### src/hw/rtl/point_rotate_scale_about_center_top_macros.svh
// assertion macros for the point rotate and scale block
`ifndef POINT_ROTATE_SCALE_ABOUT_CENTER_TOP_MACROS_SVH
`define POINT_ROTATE_SCALE_ABOUT_CENTER_TOP_MACROS_SVH

// clocked assertion, held off during reset
`define PRSC_ASSERT(label, prop, msg) \
	label: assert property (@(posedge clk) disable iff (!arst_n) (prop)) else $error(msg);

// clocked assertion that also holds during reset
`define PRSC_ASSERT_ALWAYS(label, prop, msg) \
	label: assert property (@(posedge clk) (prop)) else $error(msg);

`endif

### src/hw/rtl/prsc_pkg.sv
// shared types, constants and the arctangent table of the point rotate and scale block
package prsc_pkg;

	localparam int COORD_W = 32;
	localparam int ANGLE_W = 16;
	localparam int PHASE_W = 32;
	localparam int THR_W = 31;
	localparam int DW = COORD_W + 1;
	localparam int CW = 34;
	localparam int PW = DW + CW + 1;
	localparam int SW = PW + 2;
	localparam int STEPS = 28;
	localparam int STEPS_PER_STAGE = 4;
	localparam int CORDIC_STAGES = STEPS / STEPS_PER_STAGE;
	localparam int NST = CORDIC_STAGES + 5;
	localparam logic [CW-1:0] CORDIC_GAIN = CW'(652032874);
	localparam logic [THR_W-1:0] THR_RESET = THR_W'(1);
	localparam logic ACT_ROTATE = 1'b0;
	localparam logic ACT_SCALE = 1'b1;

	// item fields carried alongside the cordic
	typedef struct packed {
		logic action;
		logic flip;
		logic signed [DW-1:0] dx;
		logic signed [DW-1:0] dy;
		logic signed [COORD_W-1:0] pvx;
		logic signed [COORD_W-1:0] pvy;
		logic signed [COORD_W-1:0] ratio;
	} pay_t;

	// cordic vector and residual phase
	typedef struct packed {
		logic signed [CW-1:0] x;
		logic signed [CW-1:0] y;
		logic [PHASE_W-1:0] z;
	} cor_t;

	// products and what the back end needs
	typedef struct packed {
		logic action;
		logic flip;
		logic signed [COORD_W-1:0] pvx;
		logic signed [COORD_W-1:0] pvy;
		logic signed [PW-1:0] m1;
		logic signed [PW-1:0] m2;
		logic signed [PW-1:0] m3;
		logic signed [PW-1:0] m4;
	} mul_t;

	// arctangent per cordic step in 32-bit phase units
	function automatic logic [PHASE_W-1:0] atan_at(input logic [4:0] i);
		logic [PHASE_W-1:0] a;
		case (i)
			5'd0: a = 32'h20000000;
			5'd1: a = 32'h12E4051E;
			5'd2: a = 32'h09FB385B;
			5'd3: a = 32'h051111D4;
			5'd4: a = 32'h028B0D43;
			5'd5: a = 32'h0145D7E1;
			5'd6: a = 32'h00A2F61E;
			5'd7: a = 32'h00517C55;
			5'd8: a = 32'h0028BE53;
			5'd9: a = 32'h00145F2F;
			5'd10: a = 32'h000A2F98;
			5'd11: a = 32'h000517CC;
			5'd12: a = 32'h00028BE6;
			5'd13: a = 32'h000145F3;
			5'd14: a = 32'h0000A2FA;
			5'd15: a = 32'h0000517D;
			5'd16: a = 32'h000028BE;
			5'd17: a = 32'h0000145F;
			5'd18: a = 32'h00000A30;
			5'd19: a = 32'h00000518;
			5'd20: a = 32'h0000028C;
			5'd21: a = 32'h00000146;
			5'd22: a = 32'h000000A3;
			5'd23: a = 32'h00000051;
			5'd24: a = 32'h00000029;
			5'd25: a = 32'h00000014;
			5'd26: a = 32'h0000000A;
			5'd27: a = 32'h00000005;
			default: a = '0;
		endcase
		return a;
	endfunction

endpackage

### src/hw/rtl/prsc_front.sv
// input stage: offsets from the pivot and cordic start vector
module prsc_front (
	input  logic clk,
	input  logic arst_n,
	input  logic en,
	input  logic vld_i,
	input  logic action,
	input  logic signed [prsc_pkg::COORD_W-1:0] point_x,
	input  logic signed [prsc_pkg::COORD_W-1:0] point_y,
	input  logic signed [prsc_pkg::COORD_W-1:0] pivot_x,
	input  logic signed [prsc_pkg::COORD_W-1:0] pivot_y,
	input  logic [prsc_pkg::ANGLE_W-1:0] turn_angle,
	input  logic signed [prsc_pkg::COORD_W-1:0] ratio,
	output logic vld_o,
	output prsc_pkg::pay_t pay_o,
	output prsc_pkg::cor_t cor_o
);

	logic [prsc_pkg::PHASE_W-1:0] z0;
	logic flip;
	prsc_pkg::pay_t pay_d;
	prsc_pkg::cor_t cor_d;

	// widen angle to phase, fold second and third quadrants
	always_comb begin
		z0 = {turn_angle, {(prsc_pkg::PHASE_W-prsc_pkg::ANGLE_W){1'b0}}};
		flip = z0[prsc_pkg::PHASE_W-1] ^ z0[prsc_pkg::PHASE_W-2];
		pay_d.action = action;
		pay_d.flip = flip;
		pay_d.dx = prsc_pkg::DW'(point_x) - prsc_pkg::DW'(pivot_x);
		pay_d.dy = prsc_pkg::DW'(point_y) - prsc_pkg::DW'(pivot_y);
		pay_d.pvx = pivot_x;
		pay_d.pvy = pivot_y;
		pay_d.ratio = ratio;
		cor_d.x = prsc_pkg::CORDIC_GAIN;
		cor_d.y = '0;
		cor_d.z = {z0[prsc_pkg::PHASE_W-1] ^ flip, z0[prsc_pkg::PHASE_W-2:0]};
	end

	// valid bit
	always_ff @(posedge clk or negedge arst_n) begin
		if (!arst_n) begin
			vld_o <= 1'b0;
		end else if (en) begin
			vld_o <= vld_i;
		end
	end

	// stage register
	always_ff @(posedge clk) begin
		if (en) begin
			pay_o <= pay_d;
			cor_o <= cor_d;
		end
	end

endmodule

### config.mk
export PLATFORM = sky130hd
export DESIGN_NAME = prsc_front
export DESIGN_NICKNAME = d
export VERILOG_FILES = /design/src/hw/rtl/point_rotate_scale_about_center_top_macros.svh /design/src/hw/rtl/prsc_pkg.sv /design/src/hw/rtl/prsc_front.sv
export SDC_FILE = /design/constraint.sdc
export NUM_CORES = 1
export LEC_CHECK = 0
export ABC_CLOCK_PERIOD_IN_PS = 800
export BUFFER_PORTS_ARGS = -buffer_cell sky130_fd_sc_hd__buf_4
export CORE_AREA = 4 4 172 174
export DETAILED_ROUTE_END_ITERATION = 10
export DIE_AREA = 0 0 176 178
export PLACE_DENSITY = 0.66
export SLEW_MARGIN = 20
export SYNTH_ARGS = -nofsm -noshare
export SYNTH_HDL_FRONTEND = slang
export SYNTH_SLANG_ARGS = --single-unit
### constraint.sdc
create_clock -name clk -period 0.8 [get_ports clk]
set_input_delay 0.04 -clock clk [delete_from_list [all_inputs] [get_ports clk]]
set_output_delay 0.04 -clock clk [all_outputs]
set_load 0.02 [all_outputs]
==> load_flow_metrics.sql <==
INSERT INTO impl_metrics (metric_group, metric, value, unit) VALUES
('place', 'io_buffers', '361', ''),
('yosys', 'synth-edff-count', '180', ''),
('hold_path', 'hold_start', 'en', ''),
('yosys', 'synth-async-reset-ratio', '0.5525', '%'),
('timing', 'maxClockFrequency', '588.1', 'MHz'),
('setup_path', 'critPathArrivalTime', '1.89', 'ns'),
('place', 'detailedPlacementHpwl', '25.87', 'mm'),
('clock_tree', 'path_clk_slew', '0.08', 'ns'),
('finish', 'share_of_layout_cells_above_drive_strength_1', '55.25', '%'),
('routing', 'number_of_routed_nets_with_antenna_violations', '0', ''),
('yosys', 'most_used_standard_cell_by_instance_count_after_synthesis', 'sky130_fd_sc_hd__edfxtp_1', ''),
('yosys', 'synth.cell_area', '9975', 'sq um'),
('routing', 'vias', '9179', ''),
('routing', 'dr.first_iter.drc_count', '386', ''),
('routing', 'viasPerCell', '4.664', ''),
('routing', 'firstDrtPassIters', '5', ''),
('pwr', 'static-leakage-power', '8.278', 'nW'),
('grt', 'grt_antenna_before_repair', '1', ''),
('place', 'detailed_place.area', '15130', 'sq um'),
('clock_tree', 'cts-root-to-sink-buffers', '2', ''),
('floorplan', 'dieHeight', '178', 'um'),
('yosys', 'synth_flop_cell', 'sky130_fd_sc_hd__edfxtp_1', ''),
('yosys', 'synthDistinctLibCells', '67', ''),
('floorplan', 'core_area', '27780', 'sq um'),
('timing', 'finalHoldViolCount', '0', ''),
('setup_path', 'regToRegSetupSlack', '0.02', 'ns'),
('setup_path', 'setup.worst_path.end_class', 'flop', ''),
('clock_tree', 'cts.root.buffer_cell', 'sky130_fd_sc_hd__clkbuf_16', ''),
('yosys', 'synthCells', '849', ''),
('hold_path', 'worstHoldPathCells', '2', ''),
('routing', 'route.final.wire_length', '35.71', 'mm'),
('timing', 'timing.final.ws_setup', '-0.9005', 'ns'),
('floorplan', 'floorplan.die.width', '176', 'um'),
('yosys', 'synthDominantAreaCellType', 'sky130_fd_sc_hd__edfxtp_1', ''),
('finish', 'areaGrowthSynthToFinish', '89.26', '%'),
('floorplan', 'starting_utilization_of_the_core_area', '35.90', '%'),
('timing', 'setup_repair_after_global_routing_missed_its_margin', 'yes', ''),
('hold_path', 'timing.hold.worst_endpoint', 'pay_o[80]', ''),
('timing', 'final_max_slew_viol_count', '0', ''),
('grt', 'global_route.overflow_total', '0', ''),
('run_status', 'status', 'complete, but fails checks', ''),
('timing', 'hold-worst-slack', '0.05151', 'ns'),
('run_status', 'violations_in_the_final_reports', 'negative setup slack', ''),
('yosys', 'seq_area_frac_synth', '54.44', '%'),
('grt', 'grt_pass1_vias', '9616', ''),
('hold_path', 'hold_path.class', 'in -> reg', ''),
('yosys', 'synth_common_cells', 'sky130_fd_sc_hd__edfxtp_1, sky130_fd_sc_hd__buf_4, sky130_fd_sc_hd__inv_1, sky130_fd_sc_hd__a21oi_1, sky130_fd_sc_hd__ha_1', ''),
('floorplan', 'num_io_pins', '446', ''),
('timing', 'setup_viol_count_final', '240', ''),
('setup_path', 'critPathRequiredTime', '0.99', 'ns'),
('floorplan', 'dieArea', '31330', 'sq um'),
('finish', 'finalNetCount', '1823', ''),
('clock_tree', 'htreeDepth', '4', ''),
('finish', 'final-instance-count-excl-fill', '1968', ''),
('place', 'gp_congestion', '0.8752', ''),
('timing', 'period_minus_slack', '1.701', 'ns'),
('clock_tree', 'numClockSinks', '181', ''),
('yosys', 'synthTopCellsByArea', 'sky130_fd_sc_hd__edfxtp_1, sky130_fd_sc_hd__ha_1, sky130_fd_sc_hd__buf_4', ''),
('yosys', 'post_synth.cell_area_avg', '11.75', 'sq um'),
('setup_path', 'critical_path.max_fanout', '3', ''),
('setup_path', 'worstReg2RegEnd', 'vld_o', ''),
('grt', 'global_route_wire_length_before_repair', '52.74', 'mm'),
('finish', 'nFillCells', '1940', ''),
('grt', 'grt_usage', '21.71', '%'),
('pwr', 'ir_drop', '1.409', 'mV'),
('setup_path', 'r2r-start', 'vld_o', ''),
('yosys', 'synth_largest_type_area_fraction', '54.19', '%'),
('setup_path', 'crit_path_start_kind', 'input port', ''),
('grt', 'pin_count_of_the_biggest_net_entering_global_routing', '23', ''),
('setup_path', 'timing.reg2reg.worst_path_depth', '1', ''),
('yosys', 'yosysWarnings', '0', '');
-- metrics by stage --
stage                     setup slack (ns)  power (W)  setup TNS (ns)  utilization (%)
after floorplan                     -1.074    0.01746          -45.05                -
after global placement              -1.364    0.02179          -69.22            54.46
after detailed placement            -1.362    0.02190          -70.47            54.46
after CTS                          -0.8358    0.03250          -76.63            66.06
after global routing               -0.9503    0.03440          -87.21            67.95
final                              -0.9005    0.03302          -77.27            67.95
-- flip-flops by register name (all words and copies together), names as in the netlist --
signal,flops
vld_o,1
cor_o,16
pay_o,164
-- routing by layer --
metal	part of all wire (%)	vias to the layer above	GRT usage, %
met4	2.6	0	6.920
met5	0	-	0
met1	37	4412	23.68
met3	6.1	59	4.387
li1	-	4336	-
met2	55	372	42.04
-- layout by cell type, fill, tap and decap left out, types with 13 or more instances in the layout --
cell type / n
sky130_fd_sc_hd__nor2_1: 23
sky130_fd_sc_hd__a21oi_1: 26
sky130_fd_sc_hd__dlygate4sd3_1: 118
sky130_fd_sc_hd__nand2_1: 33
sky130_fd_sc_hd__nand3_1: 14
sky130_fd_sc_hd__inv_1: 58
sky130_fd_sc_hd__xnor2_1: 23
sky130_fd_sc_hd__a21oi_2: 37
sky130_fd_sc_hd__conb_1: 84
sky130_fd_sc_hd__buf_4: 371
sky130_fd_sc_hd__a21o_1: 26
sky130_fd_sc_hd__ha_1: 24
sky130_fd_sc_hd__buf_6: 225
sky130_fd_sc_hd__edfxtp_1: 180
sky130_fd_sc_hd__clkbuf_16: 17
sky130_fd_sc_hd__inv_2: 13
sky130_fd_sc_hd__xor2_1: 21
sky130_fd_sc_hd__ha_4: 39
-- worst max path at each step --
stage,endpoint,cells past startpoint,start
finish,pay_o[145],13,point_x[0]
global route,pay_o[156],10,pivot_x[2]
CTS,pay_o[159],11,point_x[0]
detailed placement,pay_o[126],10,pivot_y[15]
global placement,pay_o[156],9,pivot_x[12]
floorplan,pay_o[156],10,pivot_x[10]
-- critical path: stages --
cell	delay (ns)
sky130_fd_sc_hd__buf_8	0.08
sky130_fd_sc_hd__inv_8	0.03
sky130_fd_sc_hd__ha_4	0.16
sky130_fd_sc_hd__fa_2	0.36
sky130_fd_sc_hd__nand2b_4	0.17
sky130_fd_sc_hd__a21oi_4	0.16
sky130_fd_sc_hd__o31ai_4	0.09
sky130_fd_sc_hd__buf_4	0.15
sky130_fd_sc_hd__buf_6	0.12
sky130_fd_sc_hd__o21a_4	0.23
sky130_fd_sc_hd__nor2_4	0.10
sky130_fd_sc_hd__nor2_2	0.06
sky130_fd_sc_hd__xnor2_2	0.14
-- power by group --
part | internal [W] | switching [W] | total (W)
sequential | 0.0118 | 0.000533 | 0.0123
combinational | 0.00628 | 0.00587 | 0.0121
clock | 0.00420 | 0.00439 | 0.00859
-- cells by family (layout without fill, tap and decap cells) --
kind of cell | count (synthesis) | count (layout) | synth area share (%)
compound gates | 200 | 200 | 14.21
buf+inv | 187 | 845 | 10.46
flops | 181 | 181 | 54.44
simple gates | 155 | 155 | 7.263
fa+ha+maj | 66 | 66 | 8.430
xor+xnor | 57 | 57 | 5.005
other cells | 2 | 85 | 0.07529
mux | 1 | 1 | 0.1129
-- layout make-up --
class | instances | area (sq um) | area share [%]
clock buffers | 17 | 425.4 | 2.253
flip-flops and latches | 181 | 5431 | 28.77
clock inverters | 15 | 160.2 | 0.8484
well taps | 378 | 473.0 | 2.505
inverters | 85 | 414.1 | 2.194
diodes | 1 | 2.502 | 0.01326
multi-input cells | 563 | 5228 | 27.69
repair buffers | 728 | 6744 | 35.72
-- repair_timing --
| action | 4_1_cts | 5_1_grt |
|---|---|---|
| setup endpoints to repair | 239 | 240 |
| resized for setup | 306 | 94 |
| gates cloned | 0 | 0 |
| hold endpoints to repair | 118 | 0 |
| pin swaps | 61 | 54 |
| hold buffers | 118 | 0 |
| setup buffers | 23 | 18 |
(Power assumes the default switching activity.)
