`config.mk`:
```
export PLATFORM = sky130hd
export DESIGN_NAME = prsc_post
export DESIGN_NICKNAME = d
export VERILOG_FILES = /design/src/hw/rtl/point_rotate_scale_about_center_top_macros.svh /design/src/hw/rtl/prsc_pkg.sv /design/src/hw/rtl/prsc_post.sv
export SDC_FILE = /design/constraint.sdc
export NUM_CORES = 2
export LEC_CHECK = 0
export BUFFER_PORTS_ARGS = -buffer_cell sky130_fd_sc_hd__buf_4
export CAP_MARGIN = 20
export CORE_ASPECT_RATIO = 1.4
export CORE_MARGIN = 4
export CORE_UTILIZATION = 37
export CTS_BUF_LIST = sky130_fd_sc_hd__clkbuf_16
export CTS_CLUSTER_SIZE = 12
export DETAILED_ROUTE_END_ITERATION = 6
export PLACE_DENSITY = 0.55
export SYNTH_ARGS = -nofsm -noshare
export SYNTH_HDL_FRONTEND = slang
export SYNTH_SLANG_ARGS = --single-unit
export TNS_END_PERCENT = 30
```
`constraint.sdc`:
```
create_clock -name clk -period 5.5 [get_ports clk]
set_input_delay 0.275 -clock clk [delete_from_list [all_inputs] [get_ports clk]]
set_output_delay 0.275 -clock clk [all_outputs]
set_load 0.01 [all_outputs]
```
`src/hw/rtl/point_rotate_scale_about_center_top_macros.svh`:
```
// assertion macros for the point rotate and scale block
`ifndef POINT_ROTATE_SCALE_ABOUT_CENTER_TOP_MACROS_SVH
`define POINT_ROTATE_SCALE_ABOUT_CENTER_TOP_MACROS_SVH

// clocked assertion, held off during reset
`define PRSC_ASSERT(label, prop, msg) \
	label: assert property (@(posedge clk) disable iff (!arst_n) (prop)) else $error(msg);

// clocked assertion that also holds during reset
`define PRSC_ASSERT_ALWAYS(label, prop, msg) \
	label: assert property (@(posedge clk) (prop)) else $error(msg);

`endif

```
`src/hw/rtl/prsc_pkg.sv`:
```
// shared types, constants and the arctangent table of the point rotate and scale block
package prsc_pkg;

	localparam int COORD_W = 32;
	localparam int ANGLE_W = 16;
	localparam int PHASE_W = 32;
	localparam int THR_W = 31;
	localparam int DW = COORD_W + 1;
	localparam int CW = 34;
	localparam int PW = DW + CW + 1;
	localparam int SW = PW + 2;
	localparam int STEPS = 28;
	localparam int STEPS_PER_STAGE = 4;
	localparam int CORDIC_STAGES = STEPS / STEPS_PER_STAGE;
	localparam int NST = CORDIC_STAGES + 5;
	localparam logic [CW-1:0] CORDIC_GAIN = CW'(652032874);
	localparam logic [THR_W-1:0] THR_RESET = THR_W'(1);
	localparam logic ACT_ROTATE = 1'b0;
	localparam logic ACT_SCALE = 1'b1;

	// item fields carried alongside the cordic
	typedef struct packed {
		logic action;
		logic flip;
		logic signed [DW-1:0] dx;
		logic signed [DW-1:0] dy;
		logic signed [COORD_W-1:0] pvx;
		logic signed [COORD_W-1:0] pvy;
		logic signed [COORD_W-1:0] ratio;
	} pay_t;

	// cordic vector and residual phase
	typedef struct packed {
		logic signed [CW-1:0] x;
		logic signed [CW-1:0] y;
		logic [PHASE_W-1:0] z;
	} cor_t;

	// products and what the back end needs
	typedef struct packed {
		logic action;
		logic flip;
		logic signed [COORD_W-1:0] pvx;
		logic signed [COORD_W-1:0] pvy;
		logic signed [PW-1:0] m1;
		logic signed [PW-1:0] m2;
		logic signed [PW-1:0] m3;
		logic signed [PW-1:0] m4;
	} mul_t;

	// arctangent per cordic step in 32-bit phase units
	function automatic logic [PHASE_W-1:0] atan_at(input logic [4:0] i);
		logic [PHASE_W-1:0] a;
		case (i)
			5'd0: a = 32'h20000000;
			5'd1: a = 32'h12E4051E;
			5'd2: a = 32'h09FB385B;
			5'd3: a = 32'h051111D4;
			5'd4: a = 32'h028B0D43;
			5'd5: a = 32'h0145D7E1;
			5'd6: a = 32'h00A2F61E;
			5'd7: a = 32'h00517C55;
			5'd8: a = 32'h0028BE53;
			5'd9: a = 32'h00145F2F;
			5'd10: a = 32'h000A2F98;
			5'd11: a = 32'h000517CC;
			5'd12: a = 32'h00028BE6;
			5'd13: a = 32'h000145F3;
			5'd14: a = 32'h0000A2FA;
			5'd15: a = 32'h0000517D;
			5'd16: a = 32'h000028BE;
			5'd17: a = 32'h0000145F;
			5'd18: a = 32'h00000A30;
			5'd19: a = 32'h00000518;
			5'd20: a = 32'h0000028C;
			5'd21: a = 32'h00000146;
			5'd22: a = 32'h000000A3;
			5'd23: a = 32'h00000051;
			5'd24: a = 32'h00000029;
			5'd25: a = 32'h00000014;
			5'd26: a = 32'h0000000A;
			5'd27: a = 32'h00000005;
			default: a = '0;
		endcase
		return a;
	endfunction

endpackage

```
`src/hw/rtl/prsc_post.sv`:
```
// back end: sum and round, add pivot, clamp and snap
module prsc_post (
	input  logic clk,
	input  logic arst_n,
	input  logic [2:0] en,
	input  logic vld_i,
	input  prsc_pkg::mul_t mul_i,
	input  logic [prsc_pkg::THR_W-1:0] thr,
	output logic [2:0] vld_o,
	output logic act_o,
	output logic signed [prsc_pkg::COORD_W-1:0] result_x,
	output logic signed [prsc_pkg::COORD_W-1:0] result_y,
	output logic saturated
);

	localparam int SH_ROT = 30;
	localparam int SH_SCL = 16;
	localparam logic signed [prsc_pkg::SW-1:0] CMAX = prsc_pkg::SW'((64'sd1 <<< (prsc_pkg::COORD_W-1)) - 64'sd1);
	localparam logic signed [prsc_pkg::SW-1:0] CMIN = -(CMAX + prsc_pkg::SW'(1));

	logic signed [prsc_pkg::SW-1:0] rnd;
	logic signed [prsc_pkg::SW-1:0] sx_d, sy_d;
	logic signed [prsc_pkg::SW-1:0] sx_s10, sy_s10;
	logic act_s10;
	logic signed [prsc_pkg::COORD_W-1:0] pvx_s10, pvy_s10;
	logic signed [prsc_pkg::SW-1:0] ax_d, ay_d;
	logic signed [prsc_pkg::SW-1:0] ax_s11, ay_s11;
	logic act_s11;
	logic signed [prsc_pkg::COORD_W-1:0] cx, cy;
	logic satx, saty;
	logic [prsc_pkg::COORD_W:0] magx, magy;
	logic snap_x, snap_y;

	// products combined with rounding bias
	always_comb begin
		rnd = (mul_i.action == prsc_pkg::ACT_SCALE) ? prsc_pkg::SW'(1 << (SH_SCL-1))
			: prsc_pkg::SW'(1 << (SH_ROT-1));
		if (mul_i.flip) begin
			sx_d = prsc_pkg::SW'(mul_i.m2) - prsc_pkg::SW'(mul_i.m1) + rnd;
			sy_d = rnd - prsc_pkg::SW'(mul_i.m3) - prsc_pkg::SW'(mul_i.m4);
		end else begin
			sx_d = prsc_pkg::SW'(mul_i.m1) - prsc_pkg::SW'(mul_i.m2) + rnd;
			sy_d = prsc_pkg::SW'(mul_i.m3) + prsc_pkg::SW'(mul_i.m4) + rnd;
		end
	end

	// scale back and add the pivot
	always_comb begin
		if (act_s10 == prsc_pkg::ACT_SCALE) begin
			ax_d = (sx_s10 >>> SH_SCL) + prsc_pkg::SW'(pvx_s10);
			ay_d = (sy_s10 >>> SH_SCL) + prsc_pkg::SW'(pvy_s10);
		end else begin
			ax_d = (sx_s10 >>> SH_ROT) + prsc_pkg::SW'(pvx_s10);
			ay_d = (sy_s10 >>> SH_ROT) + prsc_pkg::SW'(pvy_s10);
		end
	end

	// clamp to coordinate range, then snap small rotated values
	always_comb begin
		satx = 1'b1;
		saty = 1'b1;
		if (ax_s11 > CMAX) cx = prsc_pkg::COORD_W'(CMAX);
		else if (ax_s11 < CMIN) cx = prsc_pkg::COORD_W'(CMIN);
		else begin
			cx = prsc_pkg::COORD_W'(ax_s11);
			satx = 1'b0;
		end
		if (ay_s11 > CMAX) cy = prsc_pkg::COORD_W'(CMAX);
		else if (ay_s11 < CMIN) cy = prsc_pkg::COORD_W'(CMIN);
		else begin
			cy = prsc_pkg::COORD_W'(ay_s11);
			saty = 1'b0;
		end
		magx = cx[prsc_pkg::COORD_W-1] ? -(prsc_pkg::COORD_W+1)'(cx) : (prsc_pkg::COORD_W+1)'(cx);
		magy = cy[prsc_pkg::COORD_W-1] ? -(prsc_pkg::COORD_W+1)'(cy) : (prsc_pkg::COORD_W+1)'(cy);
		snap_x = (act_s11 == prsc_pkg::ACT_ROTATE) && (magx < (prsc_pkg::COORD_W+1)'(thr));
		snap_y = (act_s11 == prsc_pkg::ACT_ROTATE) && (magy < (prsc_pkg::COORD_W+1)'(thr));
	end

	// valid bits
	always_ff @(posedge clk or negedge arst_n) begin
		if (!arst_n) begin
			vld_o <= '0;
		end else begin
			if (en[0]) vld_o[0] <= vld_i;
			if (en[1]) vld_o[1] <= vld_o[0];
			if (en[2]) vld_o[2] <= vld_o[1];
		end
	end

	// stage registers
	always_ff @(posedge clk) begin
		if (en[0]) begin
			sx_s10 <= sx_d;
			sy_s10 <= sy_d;
			act_s10 <= mul_i.action;
			pvx_s10 <= mul_i.pvx;
			pvy_s10 <= mul_i.pvy;
		end
		if (en[1]) begin
			ax_s11 <= ax_d;
			ay_s11 <= ay_d;
			act_s11 <= act_s10;
		end
		if (en[2]) begin
			result_x <= snap_x ? '0 : cx;
			result_y <= snap_y ? '0 : cy;
			saturated <= satx | saty;
			act_o <= act_s11;
		end
	end

endmodule

```
==> summary.md <==
| Metric | Value |
|---|---|
| Dpl hpwl | `113000 um` |
| Design Power | `14.0 mW` |
| Fin util | `44.1%` |
| Site Rows | `146` |
| Peak supply drop | `0.191 mV` |
| Worst Skew | `0.0246 ns` |
| H-tree depth | `2` |
| Initial Util | `37.2%` |
| Most instantiated library cell after synthesis | `ha_1` |
| Final hold violation count | `0` |
| Syn avg cell area | `8.48 sq um` |
| DRT Wirelength | `135000 um` |
| CP Capture Type | `register` |
| Power Density | `282 nW/um^2` |
| Layout cell share with drive strength beyond 1 | `12.6%` |
| Outcome | `complete, no violations` |
| Die height | `407 um` |
| Period utilisation layout | `99.5%` |
| Cell variety after synth | `88` |
| Primary FF master, synth | `edfxtp_1` |
| Commonest cells post-synth | `ha_1, a21oi_1, inv_1, o21ai_0, edfxtp_1` |
| Synthesized net count | `6099` |
| Max-slew violations | `0` |
| Core area | `113000 sq um` |
| GRT overflow | `0` |
| Final net count | `6592` |
| Vias in the first global route | `36.9k` |
| Worst skew pair latency | `0.58 ns` |
| Crit path launch type | `register` |
| Final setup viols | `0` |
| Total GRT Usage | `21.8%` |
| Final Instance Area | `49800 sq um` |
| DR pass1 iterations | `5` |
| Vias/cell | `5.44` |
| Cells after synthesis | `4953` |
| Hold WC Path Type | `input port to register` |
| Largest net degree at the start of global routing | `136` |
| Most area-hungry cell type in the Yosys netlist | `edfxtp_1` |
| Via count | `37.8k` |
| Root buffer cell | `clkbuf_16` |
| DR iter-0 viols | `2330` |
| RSZ-0062 raised after global routing | `yes` |
| IO Port Bufs | `443` |
| CTS clk-pin slew, worst paths | `0.06 ns` |
| Clock sink count | `353` |
| DRC violations left | `0` |
| Post-Syn Area | `42000 sq um` |
| Largest fanout on the critical path | `8` |
| Routed length per instance | `19.4 um` |
| Worst-Margin Slew | `0.952 ns` |
| Headroom to the max-slew limit | `36.5%` |
| Initial antenna violation count | `9` |
| Top Ports | `444` |
| Die X | `293 um` |
| Yosys Warn Count | `0` |
| WP data required | `5.84 ns` |
| Top cells by area, synth | `edfxtp_1, ha_1, a21oi_1` |
| Worst Setup Path Type | `register to register` |
| Ys async rst share | `0.850%` |
| Minimum period implied by the final worst setup slack | `5.47 ns` |
| Post-Place Cell Area | `47200 sq um` |
| Number of flops mapped to enable cells by yosys | `350` |
| CTS Buf Count | `41` |
| Synthesis-to-layout area growth | `18.4%` |
| Clock tree from TritonCTS | `done` |
| GPL Wtd Cong | `0.907` |
| First-pass GRT wire length | `207000 um` |
| Max Root-Sink Buffers | `3` |
| F_max | `183 MHz` |
| P_leak | `23.4 nW` |
| #FFs+latches synth | `353` |
| Seq/Total Area, Yosys | `25.2%` |
| Max-cap viol count | `0` |
| Antenna-violating nets left | `0` |
| Worst Path Arrival | `5.81 ns` |
| Yosys top cell area share | `25.0%` |
| Die area | `119000 sq um` |
[logic make-up after synthesis]
logic type | after synthesis | synth area share, %
xor+xnor | 348 | 7.25
fa+ha+maj | 771 | 23.2
simple gates | 1271 | 14.8
flops | 353 | 25.2
mux | 27 | 0.673
buf+inv | 565 | 5.14
compound gates | 1618 | 23.8
[placed cells by master, fill, tap and decap left out, types with 12 or more instances in the layout]
| master | instances |
|---|---|
| a211oi_1 | 43 |
| a21boi_0 | 13 |
| a21o_1 | 279 |
| a21oi_1 | 548 |
| a31oi_1 | 51 |
| and2_1 | 27 |
| and3_1 | 40 |
| and4_1 | 15 |
| buf_4 | 520 |
| clkbuf_16 | 42 |
| dlygate4sd3_1 | 68 |
| edfxtp_1 | 350 |
| fa_1 | 12 |
| ha_1 | 757 |
| inv_1 | 420 |
| mux2i_1 | 17 |
| nand2_1 | 327 |
| nand2b_1 | 59 |
| nand3_1 | 93 |
| nand4_1 | 100 |
| nor2_1 | 328 |
| nor2b_1 | 86 |
| nor3_1 | 71 |
| nor4_1 | 18 |
| o211ai_1 | 26 |
| o21a_1 | 36 |
| o21ai_0 | 356 |
| o21ai_1 | 13 |
| o21bai_1 | 59 |
| o22ai_1 | 13 |
| o31ai_1 | 31 |
| or3_1 | 33 |
| xnor2_1 | 200 |
| xor2_1 | 148 |
[state kept, by name, summed over array words and instances (netlist names), 3 cells and up]
name      flops
ax_s11       55
ay_s11       55
sx_s10       54
sy_s10       54
pvx_s10      32
pvy_s10      32
result_x     32
result_y     32
vld_o         3
[through the flow]
stage	hold slack (ns)	TNS [ns]	worst slack, ns	instances
5_1_grt	0.224	-14.54	-0.318	6952
3_3_place_gp	0.0659	-2.32	-0.109	6799
6_report	0.211	0	0.0293	6956
2_1_floorplan	-0.0206	0	0.0500	4953
4_1_cts	0.195	-0.111	-0.0188	6946
3_5_place_dp	0.0667	-6.69	-0.164	6799
[layout make-up]
type                    instances  area (sq um)
fillers                     11300         63100
multi-input cells            4035         29600
flip-flops and latches        353         10600
repair buffers                598          4790
well taps                    1480          1850
inverters                     417          1570
clock buffers                  41          1030
clock inverters                28           318
diodes                          4          10.0
[critical path: stages (launching register included)]
cell       delay [ns]
edfxtp_1         0.42
nor4_4           0.30
and4_4           0.28
nand3_4          0.10
nor2_4           0.14
nor2_2           0.05
a21oi_2          0.13
ha_2             0.20
o211ai_1         0.11
nor2_2           0.15
nand2_2          0.09
or4b_4           0.57
a31o_4           0.24
a21oi_2          0.10
ha_1             0.25
a21o_1           0.19
a21o_1           0.14
a21o_1           0.16
a21oi_2          0.10
nor2b_1          0.05
o21ai_1          0.13
nand2b_1         0.11
a2111oi_4        0.31
o41ai_2          0.16
a221oi_4         0.32
buf_6            0.19
clkbuf_16        0.17
nor2_1           0.05
[layer usage]
layer	share of wire [%]	GRT usage [%]	wire [um]	vias to the layer above
met5	0.033	0	45	-
li1	-	-	-	19100
met4	3.2	6.65	4300	8
met2	47	37.5	63300	997
met3	5.1	2.72	6870	175
met1	45	28.7	60400	17600
[path summary, 6_finish.rpt]
path / start / endpoint / slack, ns / cells past startpoint
setup / recovery: ay_s11[51] / result_y[21] / 0.03 / 27
max in group asynchronous: arst_n / vld_o[2] / 4.77 / 3
hold / removal: en[0] / pvx_s10[31] / 0.21 / 1
min in group asynchronous: arst_n / vld_o[0] / 0.58 / 3
setup reg to reg: ay_s11[51] / result_y[21] / 0.03 / 27
hold reg to reg: vld_o[2] / vld_o[2] / 0.51 / 1
[report_power, final]
group / switching (mW) / total, mW / leakage (nW) / internal (mW)
Sequential: 0.571 / 4.26 / 3.47 / 3.69
Combinational: 3.99 / 6.99 / 19.3 / 3.00
Clock: 1.12 / 2.76 / 0.665 / 1.64
Total: 5.69 / 14.0 / 23.4 / 8.33
[what timing repair did]
item / in CTS / in global routing
cloned: 3 / 1
pin swaps: 15 / 33
hold endpoints to repair: 69 / 0
hold buffers: 68 / 0
resized for setup: 20 / 53
endpoints found under the setup margin: 64 / 64
buffers inserted: 7 / 6
(Power assumes the default switching activity.)
